`config.mk`:
```
export PLATFORM = sky130hd
export DESIGN_NAME = differential_drive_odometry
export DESIGN_NICKNAME = d
export VERILOG_FILES = /design/src/rtl/odo_pkg.sv /design/src/rtl/odo_mul.sv /design/src/rtl/odo_cordic.sv /design/src/rtl/differential_drive_odometry.sv
export SDC_FILE = /design/constraint.sdc
export NUM_CORES = 2
export LEC_CHECK = 0
export BUFFER_PORTS_ARGS = -buffer_cell sky130_fd_sc_hd__buf_2
export CAP_MARGIN = 20
export CELL_PAD_IN_SITES_DETAIL_PLACEMENT = 0
export CELL_PAD_IN_SITES_GLOBAL_PLACEMENT = 1
export CORE_ASPECT_RATIO = 0.7
export CORE_MARGIN = 3
export CORE_UTILIZATION = 41
export DETAILED_ROUTE_END_ITERATION = 8
export PLACE_DENSITY_LB_ADDON = 0.1
export SLEW_MARGIN = 20
export SYNTH_ARGS = -nofsm -noshare
export SYNTH_HDL_FRONTEND = slang
export SYNTH_SLANG_ARGS = --single-unit
```
`constraint.sdc`:
```
create_clock -name i_clk -period 13.3 [get_ports i_clk]
set_input_delay 2.66 -clock i_clk [delete_from_list [all_inputs] [get_ports i_clk]]
set_output_delay 2.66 -clock i_clk [all_outputs]
set_load 0.01 [all_outputs]
```
`src/rtl/odo_pkg.sv`:
```
// ----------------------------------------------------------------------------
// odo_pkg
// shared types, constants and the cordic arctangent table for the odometry
// ----------------------------------------------------------------------------
package odo_pkg;

    typedef enum logic [3:0] {
        ST_IDLE,
        ST_QMUL,
        ST_AMUL,
        ST_TLMUL,
        ST_TRMUL,
        ST_DCMUL,
        ST_ROT,
        ST_XMUL,
        ST_YMUL,
        ST_DONE
    } t_state;

    // request to the bit-serial multiplier
    typedef struct packed {
        logic       start;
        logic       neg_last;   // multiplier is two's complement
        logic [6:0] steps;      // multiplier bits to consume
    } t_mul_req;

    localparam logic [23:0] DPT_RESET  = 24'd428246;
    localparam logic [23:0] IWB_RESET  = 24'd218453;
    localparam logic [29:0] RAD_TO_BAM = 30'd683565276;
    localparam logic [33:0] CORDIC_GAIN_Q30 = 34'd652032874;

    localparam logic [6:0] STEPS_Q  = 7'd24;
    localparam logic [6:0] STEPS_A  = 7'd30;
    localparam logic [6:0] STEPS_T  = 7'd32;
    localparam logic [6:0] STEPS_DC = 7'd24;
    localparam logic [6:0] STEPS_MV = 7'd34;

    localparam logic ADDR_DPT = 1'b0;
    localparam logic ADDR_IWB = 1'b1;

    function automatic logic [31:0] atan_bam(input logic [4:0] k);
        logic [31:0] v;
        v = 32'd0;
        case (k)
            5'd0:  v = 32'd536870912;
            5'd1:  v = 32'd316933406;
            5'd2:  v = 32'd167458907;
            5'd3:  v = 32'd85004756;
            5'd4:  v = 32'd42667331;
            5'd5:  v = 32'd21354465;
            5'd6:  v = 32'd10679838;
            5'd7:  v = 32'd5340245;
            5'd8:  v = 32'd2670163;
            5'd9:  v = 32'd1335087;
            5'd10: v = 32'd667544;
            5'd11: v = 32'd333772;
            5'd12: v = 32'd166886;
            5'd13: v = 32'd83443;
            5'd14: v = 32'd41722;
            5'd15: v = 32'd20861;
            5'd16: v = 32'd10430;
            5'd17: v = 32'd5215;
            5'd18: v = 32'd2608;
            5'd19: v = 32'd1304;
            5'd20: v = 32'd652;
            5'd21: v = 32'd326;
            5'd22: v = 32'd163;
            5'd23: v = 32'd81;
            5'd24: v = 32'd41;
            5'd25: v = 32'd20;
            5'd26: v = 32'd10;
            5'd27: v = 32'd5;
            5'd28: v = 32'd3;
            5'd29: v = 32'd1;
            5'd30: v = 32'd1;
            default: v = 32'd0;
        endcase
        return v;
    endfunction

endpackage

```
`src/rtl/odo_mul.sv`:
```
// ----------------------------------------------------------------------------
// odo_mul
// bit-serial shift-add multiplier, one multiplier bit per cycle, lsb first
// ----------------------------------------------------------------------------
module odo_mul (
    input  logic               i_clk,
    input  logic               i_rst_n,
    input  odo_pkg::t_mul_req  i_req,
    input  logic [63:0]        i_mcand,   // signed multiplicand
    input  logic [63:0]        i_mult,    // multiplier, consumed from bit 0
    output logic               o_done,
    output logic [64:0]        o_acc,     // product high part
    output logic [63:0]        o_lo       // product low bits, top aligned
);

    logic        r_busy;
    logic        r_done;
    logic [6:0]  r_cnt;
    logic        r_neg;
    logic [63:0] r_mcand;
    logic [63:0] r_mult;
    logic [64:0] r_acc;
    logic [63:0] r_lo;

    logic [65:0] addend;
    logic [65:0] sum;

    always_comb begin
        addend = 66'd0;
        if (r_mult[0]) begin
            if (r_neg && (r_cnt == 7'd1)) begin
                addend = 66'd0 - {{2{r_mcand[63]}}, r_mcand};
            end else begin
                addend = {{2{r_mcand[63]}}, r_mcand};
            end
        end
        sum = {r_acc[64], r_acc} + addend;
    end

    always_ff @(posedge i_clk) begin
        if (!i_rst_n) begin
            r_busy <= 1'b0;
            r_done <= 1'b0;
            r_cnt  <= 7'd0;
        end else begin
            r_done <= 1'b0;
            if (i_req.start) begin
                r_busy <= 1'b1;
                r_cnt  <= i_req.steps;
            end else if (r_busy) begin
                r_cnt <= r_cnt - 7'd1;
                if (r_cnt == 7'd1) begin
                    r_busy <= 1'b0;
                    r_done <= 1'b1;
                end
            end
        end
    end

    always_ff @(posedge i_clk) begin
        if (i_req.start) begin
            r_neg   <= i_req.neg_last;
            r_mcand <= i_mcand;
            r_mult  <= i_mult;
            r_acc   <= 65'd0;
            r_lo    <= 64'd0;
        end else if (r_busy) begin
            r_acc  <= sum[65:1];
            r_lo   <= {sum[0], r_lo[63:1]};
            r_mult <= {1'b0, r_mult[63:1]};
        end
    end

    assign o_done = r_done;
    assign o_acc  = r_acc;
    assign o_lo   = r_lo;

endmodule

```
`src/rtl/odo_cordic.sv`:
```
// ----------------------------------------------------------------------------
// odo_cordic
// iterative rotation-mode cordic, one micro-rotation per cycle, q30 outputs
// ----------------------------------------------------------------------------
module odo_cordic #(
    parameter int STEPS = 24
) (
    input  logic        i_clk,
    input  logic        i_rst_n,
    input  logic        i_start,
    input  logic [31:0] i_angle,
    output logic        o_done,
    output logic [33:0] o_cos,
    output logic [33:0] o_sin
);

    localparam int CW = $clog2(STEPS);

    logic          r_busy;
    logic          r_done;
    logic [CW-1:0] r_i;
    logic          r_flip;
    logic signed [33:0] r_x;
    logic signed [33:0] r_y;
    logic signed [32:0] r_z;

    logic signed [32:0] z_in;
    logic signed [32:0] z_pre;
    logic               flip_pre;
    logic [4:0]         k;
    logic signed [33:0] xs;
    logic signed [33:0] ys;
    logic signed [32:0] at;

    always_comb begin
        z_in     = {i_angle[31], i_angle};
        z_pre    = z_in;
        flip_pre = 1'b0;
        // fold angles beyond a quarter turn by a half turn
        if (z_in > 33'sd1073741824) begin
            z_pre    = z_in - 33'sd2147483648;
            flip_pre = 1'b1;
        end else if (z_in < -33'sd1073741824) begin
            z_pre    = z_in + 33'sd2147483648;
            flip_pre = 1'b1;
        end
        k  = 5'(r_i);
        xs = r_x >>> k;
        ys = r_y >>> k;
        at = {1'b0, odo_pkg::atan_bam(k)};
    end

    always_ff @(posedge i_clk) begin
        if (!i_rst_n) begin
            r_busy <= 1'b0;
            r_done <= 1'b0;
        end else begin
            r_done <= 1'b0;
            if (i_start) begin
                r_busy <= 1'b1;
            end else if (r_busy && (r_i == CW'(STEPS - 1))) begin
                r_busy <= 1'b0;
                r_done <= 1'b1;
            end
        end
    end

    always_ff @(posedge i_clk) begin
        if (i_start) begin
            r_i    <= '0;
            r_flip <= flip_pre;
            r_x    <= signed'(odo_pkg::CORDIC_GAIN_Q30);
            r_y    <= 34'sd0;
            r_z    <= z_pre;
        end else if (r_busy) begin
            r_i <= r_i + 1'b1;
            if (!r_z[32]) begin
                r_x <= r_x - ys;
                r_y <= r_y + xs;
                r_z <= r_z - at;
            end else begin
                r_x <= r_x + ys;
                r_y <= r_y - xs;
                r_z <= r_z + at;
            end
        end
    end

    assign o_done = r_done;
    assign o_cos  = r_flip ? (34'd0 - r_x) : r_x;
    assign o_sin  = r_flip ? (34'd0 - r_y) : r_y;

endmodule

```
`src/rtl/differential_drive_odometry.sv`:
```
// ----------------------------------------------------------------------------
// differential_drive_odometry
// fixed-point dead reckoning for a two-wheel robot from absolute encoder counts
// ----------------------------------------------------------------------------
// the first sample after reset only stores its counts and goes straight to the
//   done state; later samples run seven bit-serial products (one multiplier bit per
//   cycle) and the cordic. One item at a time: the next is accepted only once the
//   result of the current one has entered the output register
// reset: synchronous active low; pose, stored counts and sample flag clear,
//   registers return to their defaults, no result pending
module differential_drive_odometry #(
    parameter int CORDIC_STEPS = 24
) (
    input  logic         i_clk,
    input  logic         i_rst_n,
    // input items
    input  logic         s_axis_tvalid,
    output logic         s_axis_tready,
    input  logic [63:0]  s_axis_tdata,   // [31:0] left_count, [63:32] right_count
    // result items
    output logic         m_axis_tvalid,
    input  logic         m_axis_tready,
    output logic [95:0]  m_axis_tdata,   // [31:0] pos_x, [63:32] pos_y, [95:64] heading_angle
    output logic [1:0]   m_axis_tuser,   // [0] pose_updated, [1] position_saturated
    // configuration
    input  logic         psel,
    input  logic         penable,
    input  logic         pwrite,
    input  logic [2:0]   paddr,
    input  logic [31:0]  pwdata,
    output logic [31:0]  prdata,
    output logic         pready
);

    // configuration registers
    logic [23:0] r_dpt;
    logic [23:0] r_iwb;

    // control
    odo_pkg::t_state r_state, n_state;
    logic            r_go;         // operation issued in the current state
    logic            r_have_last;

    // odometry state
    logic [31:0] r_last_l;
    logic [31:0] r_last_r;
    logic [31:0] r_x;
    logic [31:0] r_y;
    logic [31:0] r_heading;

    // per-item intermediates
    logic [31:0] r_dl;
    logic [31:0] r_dr;
    logic [32:0] r_dsum;
    logic [47:0] r_q;          // radians per tick, 2^-48
    logic [61:0] r_a;          // turn per tick, 2^-64 turn
    logic [31:0] r_tl;
    logic [55:0] r_dc;         // centre travel, 2^-32 m
    logic        r_upd;
    logic        r_sat;

    // output register
    logic        r_ovalid;
    logic [95:0] r_odata;
    logic [1:0]  r_ouser;

    // multiplier
    odo_pkg::t_mul_req mul_req;
    logic [63:0]       mul_mcand;
    logic [63:0]       mul_mult;
    logic              mul_done;
    logic [64:0]       mul_acc;
    logic [63:0]       mul_lo;

    // cordic
    logic        cor_start;
    logic        cor_done;
    logic [33:0] cor_cos;
    logic [33:0] cor_sin;

    logic        in_acc;
    logic        out_acc;
    logic        cfg_wr;
    logic [31:0] in_left;
    logic [31:0] in_right;
    logic [31:0] dl_in;
    logic [31:0] dr_in;
    logic [44:0] move;
    logic [45:0] pos_sum;
    logic [31:0] pos_clip;
    logic        pos_ovf;
    logic        in_mul_state;

    assign in_left  = s_axis_tdata[31:0];
    assign in_right = s_axis_tdata[63:32];
    assign dl_in    = in_left - r_last_l;
    assign dr_in    = in_right - r_last_r;

    assign s_axis_tready = (r_state == odo_pkg::ST_IDLE);
    assign in_acc        = s_axis_tvalid && s_axis_tready;
    assign out_acc       = r_ovalid && m_axis_tready;

    // apb: only address bit 2 selects, so every address lands on a register
    assign pready = 1'b1;
    assign cfg_wr = psel && penable && pwrite;
    assign prdata = (paddr[2] == odo_pkg::ADDR_IWB) ? {8'd0, r_iwb} : {8'd0, r_dpt};

    always_ff @(posedge i_clk) begin
        if (!i_rst_n) begin
            r_dpt <= odo_pkg::DPT_RESET;
            r_iwb <= odo_pkg::IWB_RESET;
        end else if (cfg_wr) begin
            if (paddr[2] == odo_pkg::ADDR_IWB) begin
                r_iwb <= pwdata[23:0];
            end else begin
                r_dpt <= pwdata[23:0];
            end
        end
    end

    // operand selection for the shared serial multiplier
    always_comb begin
        mul_mcand     = 64'd0;
        mul_mult      = 64'd0;
        mul_req.steps = odo_pkg::STEPS_Q;
        mul_req.neg_last = 1'b0;
        in_mul_state  = 1'b1;
        unique case (r_state)
            odo_pkg::ST_QMUL: begin
                mul_mcand = {40'd0, r_dpt};
                mul_mult  = {40'd0, r_iwb};
            end
            odo_pkg::ST_AMUL: begin
                mul_mcand     = {16'd0, r_q};
                mul_mult      = {34'd0, odo_pkg::RAD_TO_BAM};
                mul_req.steps = odo_pkg::STEPS_A;
            end
            odo_pkg::ST_TLMUL: begin
                mul_mcand        = {2'd0, r_a};
                mul_mult         = {32'd0, r_dl};
                mul_req.steps    = odo_pkg::STEPS_T;
                mul_req.neg_last = 1'b1;
            end
            odo_pkg::ST_TRMUL: begin
                mul_mcand        = {2'd0, r_a};
                mul_mult         = {32'd0, r_dr};
                mul_req.steps    = odo_pkg::STEPS_T;
                mul_req.neg_last = 1'b1;
            end
            odo_pkg::ST_DCMUL: begin
                mul_mcand     = {{31{r_dsum[32]}}, r_dsum};
                mul_mult      = {40'd0, r_dpt};
                mul_req.steps = odo_pkg::STEPS_DC;
            end
            odo_pkg::ST_XMUL: begin
                mul_mcand        = {{8{r_dc[55]}}, r_dc};
                mul_mult         = {30'd0, cor_cos};
                mul_req.steps    = odo_pkg::STEPS_MV;
                mul_req.neg_last = 1'b1;
            end
            odo_pkg::ST_YMUL: begin
                mul_mcand        = {{8{r_dc[55]}}, r_dc};
                mul_mult         = {30'd0, cor_sin};
                mul_req.steps    = odo_pkg::STEPS_MV;
                mul_req.neg_last = 1'b1;
            end
            default: begin
                in_mul_state = 1'b0;
            end
        endcase
        mul_req.start = in_mul_state && !r_go;
    end

    assign cor_start = (r_state == odo_pkg::ST_ROT) && !r_go;

    // position step: floor(dc * trig / 2^46), added and clipped to 32 bits
    always_comb begin
        move    = mul_acc[56:12];
        pos_sum = (r_state == odo_pkg::ST_XMUL) ? {{14{r_x[31]}}, r_x}
                                                : {{14{r_y[31]}}, r_y};
        pos_sum = pos_sum + {move[44], move};
        pos_ovf = 1'b0;
        pos_clip = pos_sum[31:0];
        if (!pos_sum[45] && (pos_sum[44:31] != 14'd0)) begin
            pos_clip = 32'h7fffffff;
            pos_ovf  = 1'b1;
        end else if (pos_sum[45] && (pos_sum[44:31] != 14'h3fff)) begin
            pos_clip = 32'h80000000;
            pos_ovf  = 1'b1;
        end
    end

    // next state
    always_comb begin
        n_state = r_state;
        unique case (r_state)
            odo_pkg::ST_IDLE: begin
                if (in_acc) begin
                    n_state = r_have_last ? odo_pkg::ST_QMUL : odo_pkg::ST_DONE;
                end
            end
            odo_pkg::ST_QMUL:  if (mul_done) n_state = odo_pkg::ST_AMUL;
            odo_pkg::ST_AMUL:  if (mul_done) n_state = odo_pkg::ST_TLMUL;
            odo_pkg::ST_TLMUL: if (mul_done) n_state = odo_pkg::ST_TRMUL;
            odo_pkg::ST_TRMUL: if (mul_done) n_state = odo_pkg::ST_DCMUL;
            odo_pkg::ST_DCMUL: if (mul_done) n_state = odo_pkg::ST_ROT;
            odo_pkg::ST_ROT:   if (cor_done) n_state = odo_pkg::ST_XMUL;
            odo_pkg::ST_XMUL:  if (mul_done) n_state = odo_pkg::ST_YMUL;
            odo_pkg::ST_YMUL:  if (mul_done) n_state = odo_pkg::ST_DONE;
            odo_pkg::ST_DONE: begin
                // wait for the output register to free up
                if (!r_ovalid || m_axis_tready) n_state = odo_pkg::ST_IDLE;
            end
            default: n_state = odo_pkg::ST_IDLE;
        endcase
    end

    always_ff @(posedge i_clk) begin
        if (!i_rst_n) begin
            r_state     <= odo_pkg::ST_IDLE;
            r_go        <= 1'b0;
            r_have_last <= 1'b0;
            r_last_l    <= 32'd0;
            r_last_r    <= 32'd0;
            r_x         <= 32'd0;
            r_y         <= 32'd0;
            r_heading   <= 32'd0;
            r_ovalid    <= 1'b0;
        end else begin
            r_state <= n_state;
            if (n_state != r_state) begin
                r_go <= 1'b0;
            end else if (mul_req.start || cor_start) begin
                r_go <= 1'b1;
            end

            if (in_acc) begin
                r_last_l    <= in_left;
                r_last_r    <= in_right;
                r_have_last <= 1'b1;
            end

            if ((r_state == odo_pkg::ST_TRMUL) && mul_done) begin
                r_heading <= r_heading + mul_acc[31:0] - r_tl;
            end
            if ((r_state == odo_pkg::ST_XMUL) && mul_done) begin
                r_x <= pos_clip;
            end
            if ((r_state == odo_pkg::ST_YMUL) && mul_done) begin
                r_y <= pos_clip;
            end

            if ((r_state == odo_pkg::ST_DONE) && (n_state == odo_pkg::ST_IDLE)) begin
                r_ovalid <= 1'b1;
            end else if (out_acc) begin
                r_ovalid <= 1'b0;
            end
        end
    end

    // payload registers
    always_ff @(posedge i_clk) begin
        if (in_acc) begin
            r_dl   <= dl_in;
            r_dr   <= dr_in;
            r_dsum <= {dl_in[31], dl_in} + {dr_in[31], dr_in};
            r_upd  <= r_have_last;
            r_sat  <= 1'b0;
        end
        if (mul_done) begin
            unique case (r_state)
                odo_pkg::ST_QMUL:  r_q  <= {mul_acc[23:0], mul_lo[63:40]};
                odo_pkg::ST_AMUL:  r_a  <= {mul_acc[47:0], mul_lo[63:50]};
                odo_pkg::ST_TLMUL: r_tl <= mul_acc[31:0];
                odo_pkg::ST_DCMUL: r_dc <= {mul_acc[32:0], mul_lo[63:41]};
                odo_pkg::ST_XMUL,
                odo_pkg::ST_YMUL:  r_sat <= r_sat | pos_ovf;
                default: ;
            endcase
        end
        if ((r_state == odo_pkg::ST_DONE) && (n_state == odo_pkg::ST_IDLE)) begin
            r_odata <= {r_heading, r_y, r_x};
            r_ouser <= {r_sat, r_upd};
        end
    end

    odo_mul u_mul (
        .i_clk   (i_clk),
        .i_rst_n (i_rst_n),
        .i_req   (mul_req),
        .i_mcand (mul_mcand),
        .i_mult  (mul_mult),
        .o_done  (mul_done),
        .o_acc   (mul_acc),
        .o_lo    (mul_lo)
    );

    odo_cordic #(
        .STEPS (CORDIC_STEPS)
    ) u_cordic (
        .i_clk   (i_clk),
        .i_rst_n (i_rst_n),
        .i_start (cor_start),
        .i_angle (r_heading),
        .o_done  (cor_done),
        .o_cos   (cor_cos),
        .o_sin   (cor_sin)
    );

    assign m_axis_tvalid = r_ovalid;
    assign m_axis_tdata  = r_odata;
    assign m_axis_tuser  = r_ouser;

endmodule

```
==> flow_summary.toml <==
[sta]
finalCritPeriodShare = 0.602
hold_viol = 0
relSlewSlack = 0.264
fmax_mhz = 125
slew_viol_final = 0
setup_viol = 0
fin_skew_ns = 0.0654
setup_slack_ns = 5.30
post-route-min-period_ns = 8.00
rsz0062_at_grt = "no"
tightest_slew_ns = 1.10
whs_ns = 0.419
fin_tns_setup_ns = 0

[floorplan]
fp.dieArea_um2 = 157000
core_region_area_um2 = 149000
dieHeight_um = 332
die_x_um = 472
start_util = 0.417
pin_count = 239
fp-row-count = 118

[clock_tree]
clock_path_buffers = 3
cts.clk_slew.worst_paths_ns = 0.06
clock_latency_ns = 0.78
cts-hold-fix-buffers = 0
cts_made_buffers = 101
post_cts_buffers = 0
cts_max_level = 3
tritoncts = "yes"
cts_root_buffer = "clkbuf_16"
cts_resized = 0
cts_sinks = 945

[placed_design]
place_hpwl_um = 152000
finalWeightedCongestion = 0.899
portBuffers = 219
dp_slack_ns = 5.20

[critical_path]
crit_buf_inv = 1
slowest_delay_ns = 0.92
crit_required_ns = 13.90
crit_cells = 24
r2r.worst_path.cells = 24
arrival_ns = 8.61
crit_fanout = 63
crit_path_start_kind = "flip-flop"
cp_common_cell = "nor2_1"
cp_top_family = "compound AO/OA/AOI/OAI gates"
crit_path_cell_trace = "buf_4, mux4_1, mux2i_1, nor2_1, a2111oi_2, and4b_1, and2_1, nor2b_1, and2_1, nor2_1, xor2_1, ha_1, and3_1, a221o_1, a31oi_1, nor2_1, o41ai_1, o211ai_1, a31oi_1, o21bai_1, a21oi_1, xnor2_1, mux2i_1, nand2_1"
slowest_stage = "dfxtp_4"
worstSetupPathType = "reg -> reg"
endpoint_kind = "flip-flop"

[power]
power.net_switching_mw = 4.27
ir_worst_vdd_v = 0.000121
power.total_mw = 11.0
powerDensity_nw_per_um2 = 161
pwr-share-comb = 0.366
internal_power_mw = 6.69
p_leak_nw = 26.9
pwr-share-seq = 0.368
switching_share = 0.390
clkPwrFrac = 0.266

[synth]
yosysTopAreaCell = "edfxtp_1"
async_flop_share = 0
synth.most_common_cell = "nand2_1"
synth_edf_count = 526
syn_area_um2 = 62200
synth_area_per_cell_um2 = 9.25
ys_ff_latch = 945
synthFlopType = "edfxtp_1"
ys_top_cells_by_count = "830 x nand2_1, 541 x nor2_1, 526 x edfxtp_1"
synth_top_area_frac = 0.254
synth.distinct_cells = 96
ys_top_cells_by_area = "edfxtp_1 25%, dfxtp_1 13%, ha_1 7.1%"
syn_inst = 6724
ys_warn_count = 0
ys_seq_area_frac = 0.389

[detailed_routing]
vias = 51200
drtAntennaViolNets = 0
route.detailed.drc = 0
totalWireLength_um = 209000
dr.pass1.iters = 7
wl_per_cell_um = 23.6
viasPerCell = 5.80
drt_iter0_drc = 4480

[cells_and_area]
layout-drive-gt1-share = 0.0978
areaGrowthSynthToFinish_pct = 9.73
fin_util = 0.457
multi_input_area_um2 = 35200
regArea_um2 = 24200
fin_nets = 7251
nFillCells = 14400

[min_path]
hold-path-cell-count = 0
hold_class = "reg -> reg"

[grt]
grt_pass1_vias = 48500
track_usage = 0.258
grt_first_pass_wirelength_um = 311000
grt_max_degree = 86
grt_overflow = 0
grt_antenna_before_repair = 15

[outcome]
status = "finished clean"

[flow_run]
maxCapViolCount = 0
[metrics by stage]
step / instances / area, µm²
2_1_floorplan: 6731 / 62200
3_3_place_gp: 8632 / 64900
3_5_place_dp: 8632 / 64900
4_1_cts: 8822 / 68300
5_1_grt: 8827 / 68300
6_report: 8831 / 68300
[worst paths after layout]
check | start | to | slack [ns]
hold / removal | r_upd | m_axis_tuser[0] | 0.42
hold reg to reg | r_upd | m_axis_tuser[0] | 0.42
setup reg to reg | u_cordic.k[1] | u_cordic.r_x[29] | 5.30
setup / recovery | u_cordic.k[1] | u_cordic.r_x[29] | 5.30
[sequential cells by signal (all words and copies together) (netlist names), 48 cells and up]
signal / cells
r_dc: 56
u_mul.r_mcand: 63
r_q: 48
m_axis_tdata: 96
r_a: 62
u_mul.o_acc: 65
[power groups by stage]
stage	Clock [mW]	Combinational, mW	Sequential, mW
final	2.92	4.01	4.04
after detailed placement	0	3.97	4.09
after floorplan	0	2.95	3.77
after global routing	3.10	4.44	4.07
after global placement	0	3.95	4.09
after CTS	2.99	3.99	4.03
[routing by layer]
layer | wire, µm | track usage
met4 | 5600 | 0.0694
met5 | 13 | 0
met3 | 15600 | 0.0507
met2 | 86300 | 0.374
met1 | 101000 | 0.389
[cells in the final DEF, fill, tap and decap left out, types with 113 or more instances in the layout]
cell      instances
xnor2_1         296
dfxtp_1         412
nand3_1         146
nor3_1          124
ha_1            351
mux2i_1         172
a21boi_0        124
a21o_1          149
inv_1           319
o21ai_0         315
buf_2           218
nand2_1         828
xor2_1          211
and2_1          113
edfxtp_1        526
a21oi_1         429
nor2_1          535
[area by class of cell]
class,count,share of cell area
multi-input combinational,5077,0.516
sequential,945,0.354
clock buffer,123,0.0393
tap,1980,0.0363
timing repair buffer,303,0.0253
inverter,327,0.0181
clock inverter,67,0.0102
antenna,9,0.000330
[logic make-up (layout without fill, tap and decap cells)]
| logic type | Yosys count | in the layout | synth area share |
|---|---|---|---|
| multiplexers | 314 | 314 | 0.0707 |
| AND/OR/NAND/NOR | 2157 | 2157 | 0.159 |
| AO/OA/AOI/OAI | 1700 | 1700 | 0.180 |
| other | 2 | 18 | 0.000121 |
| XOR/XNOR | 507 | 507 | 0.0714 |
| adder cells (fa/ha/maj) | 390 | 390 | 0.0831 |
| flip-flops | 945 | 945 | 0.389 |
| buffers and inverters | 709 | 820 | 0.0475 |
No activity file was read; power rests on OpenSTA's default activity.
